`src/frp_pkg.sv`:
```
// Shared types and constants for the FASTA record parser.
package frp_pkg;

    localparam logic [7:0] CH_GT    = 8'h3E;  // '>'
    localparam logic [7:0] CH_AT    = 8'h40;  // '@'
    localparam logic [7:0] CH_LF    = 8'h0A;
    localparam logic [7:0] CH_CR    = 8'h0D;
    localparam logic [7:0] CH_SPACE = 8'h20;
    localparam logic [7:0] CH_BASE  = 8'h41;  // 'A', lowest kept body byte

    localparam logic [1:0] EOL_LF   = 2'd0;
    localparam logic [1:0] EOL_CR   = 2'd1;
    localparam logic [1:0] EOL_PAIR = 2'd2;

    localparam int QDEPTH = 4;
    localparam int QPTR_W = $clog2(QDEPTH);
    localparam int QCNT_W = $clog2(QDEPTH + 1);

    typedef enum logic [2:0] {
        PH_MARK,
        PH_HEAD,
        PH_EOL2,
        PH_BODY,
        PH_HALT
    } phase_t;

    typedef enum logic [1:0] {
        KIND_NAME,
        KIND_BASE,
        KIND_SUMMARY,
        KIND_ERROR
    } kind_t;

    typedef struct packed {
        logic [7:0] byte_in;
        logic       end_of_input;
    } in_beat_t;

    typedef struct packed {
        kind_t       kind;
        logic [7:0]  byte_value;
        logic        in_chrom;
        logic [31:0] line_length;
        logic [31:0] record_size;
        logic [31:0] record_start;
        logic [1:0]  eol_kind;
        logic        last;
    } out_beat_t;

    // Results of one input beat, packed from slot 0.
    typedef struct packed {
        logic [1:0] count;
        out_beat_t  slot0;
        out_beat_t  slot1;
    } res_pair_t;

endpackage

```
`src/frp_core.sv`:
```
// Parser state and per-byte decode; yields up to two results per input beat.
module frp_core
    import frp_pkg::*;
(
    input  logic      aclk,
    input  logic      aresetn,
    input  logic      fire,
    input  in_beat_t  beat,
    output res_pair_t res
);

    phase_t      phase_reg, phase_next, phase_mid;
    logic [1:0]  eol_reg, eol_next, eol_mid;
    logic        chrom_reg, chrom_next, chrom_mid;
    logic [31:0] flc_reg, flc_next, flc_mid;
    logic        fld_reg, fld_next, fld_mid;
    logic [31:0] bc_reg, bc_next, bc_mid;
    logic [31:0] bo_reg, bo_next, bo_mid;

    logic [7:0] b;
    logic       is_marker, is_eol, is_base;
    logic       r1_valid, r2_valid;
    out_beat_t  r1, r2, summ_pre, summ_mid, err_beat;

    assign b         = beat.byte_in;
    assign is_marker = (b == CH_GT) || (b == CH_AT);
    assign is_eol    = (b == CH_LF) || (b == CH_CR);
    assign is_base   = (b >= CH_BASE);

    // next state: the byte's effect first, then end of input returns all to reset
    always_comb begin
        phase_mid = phase_reg;
        eol_mid   = eol_reg;
        chrom_mid = chrom_reg;
        flc_mid   = flc_reg;
        fld_mid   = fld_reg;
        bc_mid    = bc_reg;
        bo_mid    = bo_reg;
        unique case (phase_reg)
            PH_MARK: begin
                if (is_marker) begin
                    phase_mid = PH_HEAD;
                    eol_mid   = EOL_LF;
                    chrom_mid = 1'b1;
                    flc_mid   = '0;
                    fld_mid   = 1'b0;
                    bc_mid    = '0;
                end else begin
                    phase_mid = PH_HALT;
                end
            end
            PH_HEAD: begin
                if (is_eol) begin
                    eol_mid   = (b == CH_LF) ? EOL_LF : EOL_CR;
                    phase_mid = PH_EOL2;
                end else if (b == CH_SPACE) begin
                    chrom_mid = 1'b0;
                end
            end
            PH_EOL2, PH_BODY: begin
                phase_mid = PH_BODY;
                if (phase_reg == PH_EOL2 && is_eol) begin
                    eol_mid = EOL_PAIR;
                end else begin
                    if (!fld_reg) begin
                        if (is_marker || is_eol) begin
                            fld_mid = 1'b1;
                        end else begin
                            flc_mid = flc_reg + 32'd1;
                        end
                    end
                    if (is_base) begin
                        bc_mid = bc_reg + 32'd1;
                        bo_mid = bo_reg + 32'd1;
                    end else if (is_marker) begin
                        phase_mid = PH_HEAD;
                        eol_mid   = EOL_LF;
                        chrom_mid = 1'b1;
                        flc_mid   = '0;
                        fld_mid   = 1'b0;
                        bc_mid    = '0;
                    end
                end
            end
            default: begin
            end
        endcase

        if (beat.end_of_input) begin
            phase_next = PH_MARK;
            eol_next   = EOL_LF;
            chrom_next = 1'b1;
            flc_next   = '0;
            fld_next   = 1'b0;
            bc_next    = '0;
            bo_next    = '0;
        end else begin
            phase_next = phase_mid;
            eol_next   = eol_mid;
            chrom_next = chrom_mid;
            flc_next   = flc_mid;
            fld_next   = fld_mid;
            bc_next    = bc_mid;
            bo_next    = bo_mid;
        end
    end

    // results
    always_comb begin
        err_beat      = '0;
        err_beat.kind = KIND_ERROR;

        summ_pre              = '0;
        summ_pre.kind         = KIND_SUMMARY;
        summ_pre.line_length  = flc_reg;
        summ_pre.record_size  = bc_reg;
        summ_pre.record_start = bo_reg - bc_reg;
        summ_pre.eol_kind     = eol_reg;

        summ_mid              = '0;
        summ_mid.kind         = KIND_SUMMARY;
        summ_mid.line_length  = flc_mid;
        summ_mid.record_size  = bc_mid;
        summ_mid.record_start = bo_mid - bc_mid;
        summ_mid.eol_kind     = eol_mid;

        r1       = '0;
        r1_valid = 1'b0;
        unique case (phase_reg)
            PH_MARK: begin
                if (!is_marker) begin
                    r1_valid = 1'b1;
                    r1       = err_beat;
                end
            end
            PH_HEAD: begin
                if (!is_eol) begin
                    r1_valid      = 1'b1;
                    r1.kind       = KIND_NAME;
                    r1.byte_value = b;
                    r1.in_chrom   = chrom_reg && (b != CH_SPACE);
                end
            end
            PH_EOL2, PH_BODY: begin
                if (!(phase_reg == PH_EOL2 && is_eol)) begin
                    if (is_base) begin
                        r1_valid      = 1'b1;
                        r1.kind       = KIND_BASE;
                        r1.byte_value = b;
                    end else if (is_marker) begin
                        r1_valid = 1'b1;
                        r1       = summ_pre;
                    end
                end
            end
            default: begin
            end
        endcase

        r2       = '0;
        r2_valid = 1'b0;
        if (beat.end_of_input) begin
            if (phase_mid == PH_HEAD) begin
                r2_valid = 1'b1;
                r2       = err_beat;
            end else if (phase_mid == PH_EOL2 || phase_mid == PH_BODY) begin
                r2_valid = 1'b1;
                r2       = summ_mid;
            end
        end
        r2.last = 1'b1;

        res = '0;
        priority if (r1_valid && r2_valid) begin
            res.count = 2'd2;
            res.slot0 = r1;
            res.slot1 = r2;
        end else if (r1_valid) begin
            res.count      = 2'd1;
            res.slot0      = r1;
            res.slot0.last = 1'b1;
        end else if (r2_valid) begin
            res.count = 2'd1;
            res.slot0 = r2;
        end else begin
            res.count = 2'd0;
        end
    end

    always_ff @(posedge aclk) begin
        if (!aresetn) begin
            phase_reg <= PH_MARK;
            eol_reg   <= EOL_LF;
            chrom_reg <= 1'b1;
            flc_reg   <= '0;
            fld_reg   <= 1'b0;
            bc_reg    <= '0;
            bo_reg    <= '0;
        end else if (fire) begin
            phase_reg <= phase_next;
            eol_reg   <= eol_next;
            chrom_reg <= chrom_next;
            flc_reg   <= flc_next;
            fld_reg   <= fld_next;
            bc_reg    <= bc_next;
            bo_reg    <= bo_next;
        end
    end

endmodule

```
`src/frp_outq.sv`:
```
// Small result queue: takes up to two beats a cycle, hands out one.
module frp_outq
    import frp_pkg::*;
(
    input  logic      aclk,
    input  logic      aresetn,
    input  logic      push,
    input  res_pair_t res,
    output logic      room,
    output logic      m_valid,
    input  logic      m_ready,
    output out_beat_t m_payload
);

    out_beat_t          mem_reg [QDEPTH];
    logic [QPTR_W-1:0]  wr_ptr_reg, wr_ptr_next, wr_ptr_inc;
    logic [QPTR_W-1:0]  rd_ptr_reg, rd_ptr_next;
    logic [QCNT_W-1:0]  cnt_reg, cnt_next;
    logic [1:0]         n_in;
    logic               pop;

    assign n_in       = push ? res.count : 2'd0;
    assign pop        = m_valid && m_ready;
    assign wr_ptr_inc = wr_ptr_reg + QPTR_W'(1);
    assign m_valid    = (cnt_reg != '0);
    assign m_payload  = mem_reg[rd_ptr_reg];
    // room only while at least two slots are free, so an item never has to be split
    assign room       = (cnt_reg <= QCNT_W'(QDEPTH - 2));

    always_comb begin
        wr_ptr_next = wr_ptr_reg + QPTR_W'(n_in);
        rd_ptr_next = rd_ptr_reg + QPTR_W'(pop);
        cnt_next    = cnt_reg + QCNT_W'(n_in) - QCNT_W'(pop);
    end

    always_ff @(posedge aclk) begin
        if (n_in != 2'd0) begin
            mem_reg[wr_ptr_reg] <= res.slot0;
        end
        if (n_in == 2'd2) begin
            mem_reg[wr_ptr_inc] <= res.slot1;
        end
    end

    always_ff @(posedge aclk) begin
        if (!aresetn) begin
            wr_ptr_reg <= '0;
            rd_ptr_reg <= '0;
            cnt_reg    <= '0;
        end else begin
            wr_ptr_reg <= wr_ptr_next;
            rd_ptr_reg <= rd_ptr_next;
            cnt_reg    <= cnt_next;
        end
    end

endmodule

```
`src/fasta_record_parser_top.sv`:
```
// Top level of the streaming FASTA/FASTQ record parser.
//
//  channel  | dir | ports                          | beat
//  ---------+-----+--------------------------------+------------------------------
//  s_       | in  | s_valid, s_ready, s_payload    | one file byte + end flag
//  m_       | out | m_valid, m_ready, m_payload    | name/base byte, summary, error
//
// One byte is decoded per cycle while s_ready is high, in a single combinational pass
// after the state registers; its results, up to two, are registered into a four-entry
// queue and show on m_ once the beats ahead of them have left. s_ready is high while two
// slots are free, so bytes flow back to back; a two-result byte (only at end of input)
// leaves one extra beat queued, and the input pauses only while more than two beats wait.
// Reset (aresetn low, synchronous) empties the queue and returns to marker search;
// a stalled m_ready backs up into the queue and then holds s_ready low.
module fasta_record_parser_top
    import frp_pkg::*;
(
    input  logic      aclk,
    input  logic      aresetn,
    input  logic      s_valid,
    output logic      s_ready,
    input  in_beat_t  s_payload,
    output logic      m_valid,
    input  logic      m_ready,
    output out_beat_t m_payload
);

    logic      s_fire;
    res_pair_t res;

    assign s_fire = s_valid && s_ready;

    frp_core u_core (
        .aclk    (aclk),
        .aresetn (aresetn),
        .fire    (s_fire),
        .beat    (s_payload),
        .res     (res)
    );

    frp_outq u_outq (
        .aclk      (aclk),
        .aresetn   (aresetn),
        .push      (s_fire),
        .res       (res),
        .room      (s_ready),
        .m_valid   (m_valid),
        .m_ready   (m_ready),
        .m_payload (m_payload)
    );

endmodule
```
`config.mk`:
```
export PLATFORM = sky130hd
export DESIGN_NAME = fasta_record_parser_top
export DESIGN_NICKNAME = d
export VERILOG_FILES = /design/src/frp_pkg.sv /design/src/frp_core.sv /design/src/frp_outq.sv /design/src/fasta_record_parser_top.sv
export SDC_FILE = /design/constraint.sdc
export NUM_CORES = 1
export LEC_CHECK = 0
export BUFFER_PORTS_ARGS = -buffer_cell sky130_fd_sc_hd__buf_2
export CORE_MARGIN = 2
export CORE_UTILIZATION = 33
export CTS_BUF_LIST = sky130_fd_sc_hd__clkbuf_4 sky130_fd_sc_hd__clkbuf_8
export DETAILED_ROUTE_END_ITERATION = 10
export GPL_TIMING_DRIVEN = 0
export MAX_ROUTING_LAYER = met4
export PLACE_DENSITY = 0.5
export SYNTH_ARGS = -nofsm -noshare
export SYNTH_HDL_FRONTEND = slang
export SYNTH_HIERARCHICAL = 1
export SYNTH_SLANG_ARGS = --single-unit
```
`constraint.sdc`:
```
create_clock -name aclk -period 10.5 [get_ports aclk]
set_input_delay 0.525 -clock aclk [delete_from_list [all_inputs] [get_ports aclk]]
set_output_delay 0.525 -clock aclk [all_outputs]
set_load 0.1 [all_outputs]
```
==> flow_summary_export.csv, run 1 <==
group,metric,value,unit
outcome,status,"completed",
sta,period_share,0.685,
clock_network,clockRootBuffer,"clkbuf_8",
worst_setup_path,critical_path_class,"flop to flop",
synthesis,ys_seq_elements,550,
floorplanning,die_h,321,um
global_route,antenna_found_initial,8,
synthesis,synth-async-reset-ratio,0,
sta,worst_clock_skew,44.5,ps
sta,rsz0062_at_grt,"false",
clock_network,htree_num_levels,3,
synthesis,synth_area_per_cell,12.0,um2
flow_run,drv_cap,0,
clock_network,cts_buffers,101,
cells_and_area,final_cell_mix,"edfxtp_1, mux2_2, nor2_1, buf_2, nand2_1",
cells_and_area,stdcell_area,0.0377,mm2
place,globalplace.congestion,0.940,
synthesis,ys_types,81,
drt,avgRoutedWirePerCell,25.5,um
clock_network,cts.sinks,550,
clock_network,cts_tree,"yes",
pwr,irDropWorstVdd,0.270,mV
synthesis,ys.warnings.count,6,
clock_network,cts_setup_buffers,0,
global_route,grt_overflow,0,
place,io_buffers,123,
cells_and_area,final_nets,3091,
clock_network,cts_buffer_depth,3,
sta,setup_viol,0,
drt,vias_per_cell,5.55,
cells_and_area,largest_reg_flops,440,
floorplanning,die_x,321,um
drt,drt_first_iter_violations,2263,
cells_and_area,drive_above_1_share,0.311,
worst_setup_path,path_max_fanout,10,
worst_hold_path,hp-class,"input pin to flop",
drt,drc,0,
synthesis,synth_edf_count,440,
global_route,groute.usage.overall,0.220,
synthesis,syn-cell-area,0.0332,mm2
clock_network,holdBufCountCts,0,
synthesis,yosys.area.top_type,"edfxtp_1",
synthesis,ys_top_cells_by_area,"edfxtp_1, mux2_2, mux4_2",
worst_setup_path,r2r_slack,3300,ps
worst_setup_path,reg2regPathDepth,20,
sta,tightest_slew,1330,ps
sta,final-hold-violation-count,0,
sta,max_freq,139,MHz
pwr,total_power,8010,uW
synthesis,ys.flop_type,"edfxtp_1",
cells_and_area,multiInputGateArea,0.0166,mm2
floorplanning,ios,125,
worst_setup_path,worst_setup_path_end_kind,"flop",
synthesis,synth_top_area_share,0.398,
clock_network,clk_pin_slew,60,ps
floorplanning,initial_core_util,0.332,
global_route,grt_max_degree,48,
pwr,powerDensity,212,mW/mm2
clock_network,cts_resized,0,
worst_setup_path,r2r-start,"u_core/phase_reg[2]$_SDFFE_PN0P_",
drt,vias,24300,
cells_and_area,seq_area,0.0154,mm2
sta,period_needed,7200,ps
worst_setup_path,required,10970,ps
floorplanning,core_area,0.0999,mm2
worst_hold_path,min_path_cells,2,
worst_setup_path,startpoint_type,"flop",
worst_setup_path,timing.rr.end,"u_outq/mem_reg[2][34]$_DFFE_PP_",
pwr,leakagePower,0.0136,uW
drt,drt_pre_antenna_iters,7,
global_route,grt_pass1_vias,24400,
cells_and_area,area_growth,13.7,%
worst_hold_path,worstHoldStart,"aresetn",
synthesis,ys_seq_area_frac,0.465,
global_route,grt_pass1_wl,163000,um
drt,wirelength,112000,um
sta,slew_headroom,0.113,
synthesis,netlist_instances,2760,
sta,maxSlewViolCount,0,
clock_network,clk_latency,760,ps
cells_and_area,nFillCells,9777,
place,place_area,0.0357,mm2
worst_hold_path,min_to,"u_outq/cnt_reg[1]$_SDFF_PN0_",
drt,ant_nets,0,
place,dpl.hpwl,79800,um
worst_setup_path,arrival,7660,ps
floorplanning,die_area,0.103,mm2
cells_and_area,final_common_cell,"edfxtp_1",
floorplanning,num_rows,116,
## worst max-delay path by stage
stage / startpoint / to / slack, ps / cells after the start
2_1_floorplan: s_payload[3] / u_outq/mem_reg[1][0]$_DFFE_PP_ / 2940 / 11
3_3_place_gp: s_payload[2] / u_outq/mem_reg[1][60]$_DFFE_PP_ / -2530 / 11
3_5_place_dp: s_payload[2] / u_outq/mem_reg[2][34]$_DFFE_PP_ / 3070 / 21
4_1_cts: u_core/phase_reg[2]$_SDFFE_PN0P_ / u_outq/mem_reg[2][34]$_DFFE_PP_ / 3490 / 20
5_1_grt: u_core/phase_reg[2]$_SDFFE_PN0P_ / u_outq/mem_reg[2][34]$_DFFE_PP_ / 3110 / 20
6_report: u_core/phase_reg[2]$_SDFFE_PN0P_ / u_outq/mem_reg[2][34]$_DFFE_PP_ / 3300 / 20
## report_power, final
part | switching [uW] | internal (uW) | total, uW
clock network | 928 | 1130 | 2060
logic | 2590 | 695 | 3290
registers | 53.8 | 2610 | 2660
## cell families after synthesis
group,count (synthesis),share of synthesized area
other,1,0.000113
AOI/OAI and AO/OA,528,0.0993
xor gates and xnor gates,97,0.0256
adders and majority gates,73,0.0282
buffers and inverters,245,0.0367
and+or+nand+nor,708,0.107
muxes,558,0.238
DFF,550,0.465
## per-stage QoR
step | hold slack, ps | setup TNS (ps) | util | cells | setup slack [ps]
3_5_place_dp | 481 | 0 | 0.358 | 4200 | 3070
5_1_grt | 121 | 0 | 0.378 | 4386 | 3110
6_report | 182 | 0 | 0.378 | 4387 | 3300
2_1_floorplan | 453 | 0 | - | 2768 | 2940
4_1_cts | 100 | 0 | 0.378 | 4381 | 3490
3_3_place_gp | 476 | -275220 | 0.355 | 4189 | -2530
## area by class of cell
type,instances,area share
diodes,6,0.000398
plain buffers,181,0.0259
clock buffers,150,0.0476
clock inverters,31,0.00514
inverters,64,0.00637
multi-input cells,1973,0.440
flip-flops and latches,550,0.409
well taps,1298,0.0431
repair buffers,134,0.0231
## routing by layer
| layer | share of wire | global-route usage | wire length (um) |
|---|---|---|---|
| met5 | 0 | - | 0 |
| met3 | 0.057 | 0.0348 | 6380 |
| met4 | 0.029 | 0.0668 | 3240 |
| met1 | 0.43 | 0.282 | 48300 |
| met2 | 0.48 | 0.357 | 53900 |
## synthesized netlist by cell type (4+ instances only)
cell type,number
nor3b_1,4
xnor2_1,59
nor2b_1,68
o31ai_1,6
ha_1,70
buf_4,11
a41o_1,4
buf_2,62
a21oi_1,121
nor2_1,200
mux2_2,345
inv_1,63
and4_1,7
edfxtp_1,440
and3_1,45
a22o_1,7
o21bai_1,8
a21o_1,26
nand3_1,69
buf_12,11
buf_1,9
nand2_1,140
a22oi_1,37
xor2_1,38
o21a_1,19
o22ai_1,89
a31oi_1,12
nand4_1,15
or3_1,9
nand2b_1,15
mux2_4,100
nor3_1,45
dfxtp_1,110
nor4_1,6
clkbuf_1,88
o21ai_0,137
and2_1,61
o2bb2ai_1,12
a211oi_1,5
o31a_1,6
mux4_2,110
## worst max-delay path, stage by stage (launching register included)
cell and delay, ps:
dfxtp_1 320, clkbuf_1 410, inv_2 180, nand2_1 280, nor2_1 190, clkbuf_1 370, nor2_1 530, nor2_1 100
mux2i_1 720, ha_1 420, o21a_1 120, o31a_1 110, o21ai_0 190, nand2b_1 190, a41oi_1 760, o21ai_0 470
a31oi_1 350, o21ai_0 150, xnor2_1 380, o22ai_1 280, mux2_2 380
Note: power is estimated with default switching activity, not from simulation.
==> run 2, diff against run 1 <==
==> constraint.sdc (replaced) <==
create_clock -name aclk -period 7.3 [get_ports aclk]
set_input_delay 0.365 -clock aclk [delete_from_list [all_inputs] [get_ports aclk]]
set_output_delay 0.365 -clock aclk [all_outputs]
set_load 0.1 [all_outputs]
==> run 2 against run 1 <==
  * Sequential share of layout area decreased by 0.11 points
  * First-iteration DRC count shrank 2.8%
  * Routed wire length is 0.79% lower
  * Global-route usage decreased by 0.11 points
  * Power increased by 44%
  * Sequential power grew 44%
  * Critical path type unchanged
  * Critical endpoint is now u_outq/mem_reg[3][20]$_DFFE_PP_
==> flow_summary_export.csv, run 2 (synthesis results as in run 1) <==
group,metric,value,unit
clock_network,cts_buffer_depth,3,
outcome,status,"completed",
drt,ant_nets,0,
floorplanning,die_h,321,um
sta,slew_headroom,0.146,
place,placed_cells,4200,
sta,final-hold-violation-count,0,
clock_network,cts.sinks,550,
floorplanning,die_area,0.103,mm2
drt,drt_pre_antenna_iters,5,
pwr,total_power,11600,uW
global_route,antenna_found_initial,7,
drt,drt_first_iter_violations,2200,
cells_and_area,final_nets,3097,
sta,setup_viol,0,
place,globalplace.congestion,0.927,
worst_setup_path,crit_slowest_cell,"a41oi_1",
worst_setup_path,worstPathCellList,"clkbuf_1 > inv_2 > nand2_1 > nor2_1 > clkbuf_1 > nor2_1 > nor2_1 > mux2i_1 > ha_1 > o21a_1 > o31a_1 > o21ai_0 > nand2b_1 > a41oi_1 > o21ai_0 > a21o_1 > a21oi_1 > xor2_1 > o22ai_1 > mux2_2",
floorplanning,num_rows,116,
global_route,grt_pass1_wl,163000,um
clock_network,clk_latency,760,ps
flow_run,drv_cap,0,
global_route,grt_overflow,0,
worst_setup_path,arrival,7450,ps
place,io_buffers,123,
worst_setup_path,path_max_fanout,10,
cells_and_area,final_common_cell,"edfxtp_1",
sta,tightest_slew,1270,ps
global_route,grt_pass1_vias,24700,
drt,vias_per_cell,5.56,
clock_network,cts_tree,"yes",
worst_hold_path,hp-class,"input pin to flop",
sta,rsz0062_at_grt,"false",
drt,avgRoutedWirePerCell,25.2,um
worst_setup_path,critical_path_class,"flop to flop",
sta,period_share,0.954,
floorplanning,core_area,0.0999,mm2
worst_setup_path,worst_path_most_repeated_cell,"nor2_1",
drt,vias,24400,
floorplanning,ios,125,
pwr,irDropWorstVdd,0.259,mV
floorplanning,initial_core_util,0.332,
sta,max_freq,144,MHz
drt,drc,0,
cells_and_area,largest_reg_flops,440,
sta,period_needed,6960,ps
sta,worst_clock_skew,72.4,ps
worst_setup_path,startpoint_type,"flop",
clock_network,clk_pin_slew,60,ps
floorplanning,die_x,321,um
cells_and_area,drive_above_1_share,0.311,
clock_network,clockRootBuffer,"clkbuf_8",
cells_and_area,area_growth,14.0,%
clock_network,cts_buffers,104,
worst_setup_path,critPathMaxStageDelay,800,ps
place,dpl.hpwl,79400,um
cells_and_area,final_cell_mix,"edfxtp_1, mux2_2, nor2_1, buf_2, nand2_1",
worst_setup_path,required,7790,ps
cells_and_area,final_cells,4394,
sta,maxSlewViolCount,0,
pwr,leakagePower,0.0137,uW
global_route,groute.usage.overall,0.218,
clock_network,htree_num_levels,3,
pwr,powerDensity,306,mW/mm2
worst_setup_path,worst_setup_path_end_kind,"flop",
global_route,grt_max_degree,48,
drt,wirelength,111000,um
sta,hold-worst-slack,127,ps
## run 2: area by class of cell
| type | instances | area [um2] |
|---|---|---|
| Fill cell | 9708 | 62000 |
| Multi-Input combinational cell | 1973 | 16600 |
| Sequential cell | 550 | 15400 |
| Clock buffer | 142 | 1720 |
| Tap cell | 1298 | 1620 |
| Buffer | 181 | 978 |
| Timing Repair Buffer | 137 | 926 |
| Clock inverter | 47 | 320 |
| Inverter | 64 | 240 |
| Antenna cell | 2 | 5.00 |
## run 2: repair_timing
action                                 CTS  global route
hold buffers                             3             0
setup buffers                            0             0
gates resized for setup                  0             0
endpoints found under the hold margin    8             0
## run 2: worst paths after layout
kind | slack, ps | depth (start not counted) | from | end
setup reg to reg | 340 | 20 | u_core/phase_reg[2]$_SDFFE_PN0P_ | u_outq/mem_reg[3][20]$_DFFE_PP_
hold / removal | 130 | 4 | m_ready | u_outq/rd_ptr_reg[1]$_SDFF_PN0_
hold reg to reg | 490 | 2 | u_core/chrom_reg$_SDFFE_PN1P_ | u_core/chrom_reg$_SDFFE_PN1P_
setup / recovery | 340 | 20 | u_core/phase_reg[2]$_SDFFE_PN0P_ | u_outq/mem_reg[3][20]$_DFFE_PP_
## run 2: routing by layer
layer / vias to the layer above / routed length, um / global-route usage
li1: 11000 / - / -
met1: 12300 / 48200 / 0.284
met2: 858 / 53100 / 0.354
met3: 209 / 6070 / 0.0278
met4: 0 / 3580 / 0.0705
met5: - / 0 / -
## run 2: where the power goes
group	leakage, uW	switching, uW	internal [uW]
combinational	0.00774	3710	1010
clock	0.00109	1390	1640
sequential	0.00485	77.2	3750
## run 2: per-stage QoR
stage               area (um2)  setup WS [ps]  TNS (ps)   util
floorplan                33200           1670         0      -
global placement         35400          -1780   -549540  0.355
detailed placement       35700            209         0  0.358
CTS                      37800            437         0  0.379
global route             37800            133         0  0.379
finish                   37800            338         0  0.379
## run 2: worst max-delay path, delay by kind of cell (launching register included)
family                   cells  cell delay, ps
AO/OA/AOI/OAI                8            2330
flip-flops                   1             320
XOR/XNOR                     1             380
multiplexers                 2             930
AND/OR/NAND/NOR              5            1390
buffers and inverters        3             930
adder cells (fa/ha/maj)      1             400
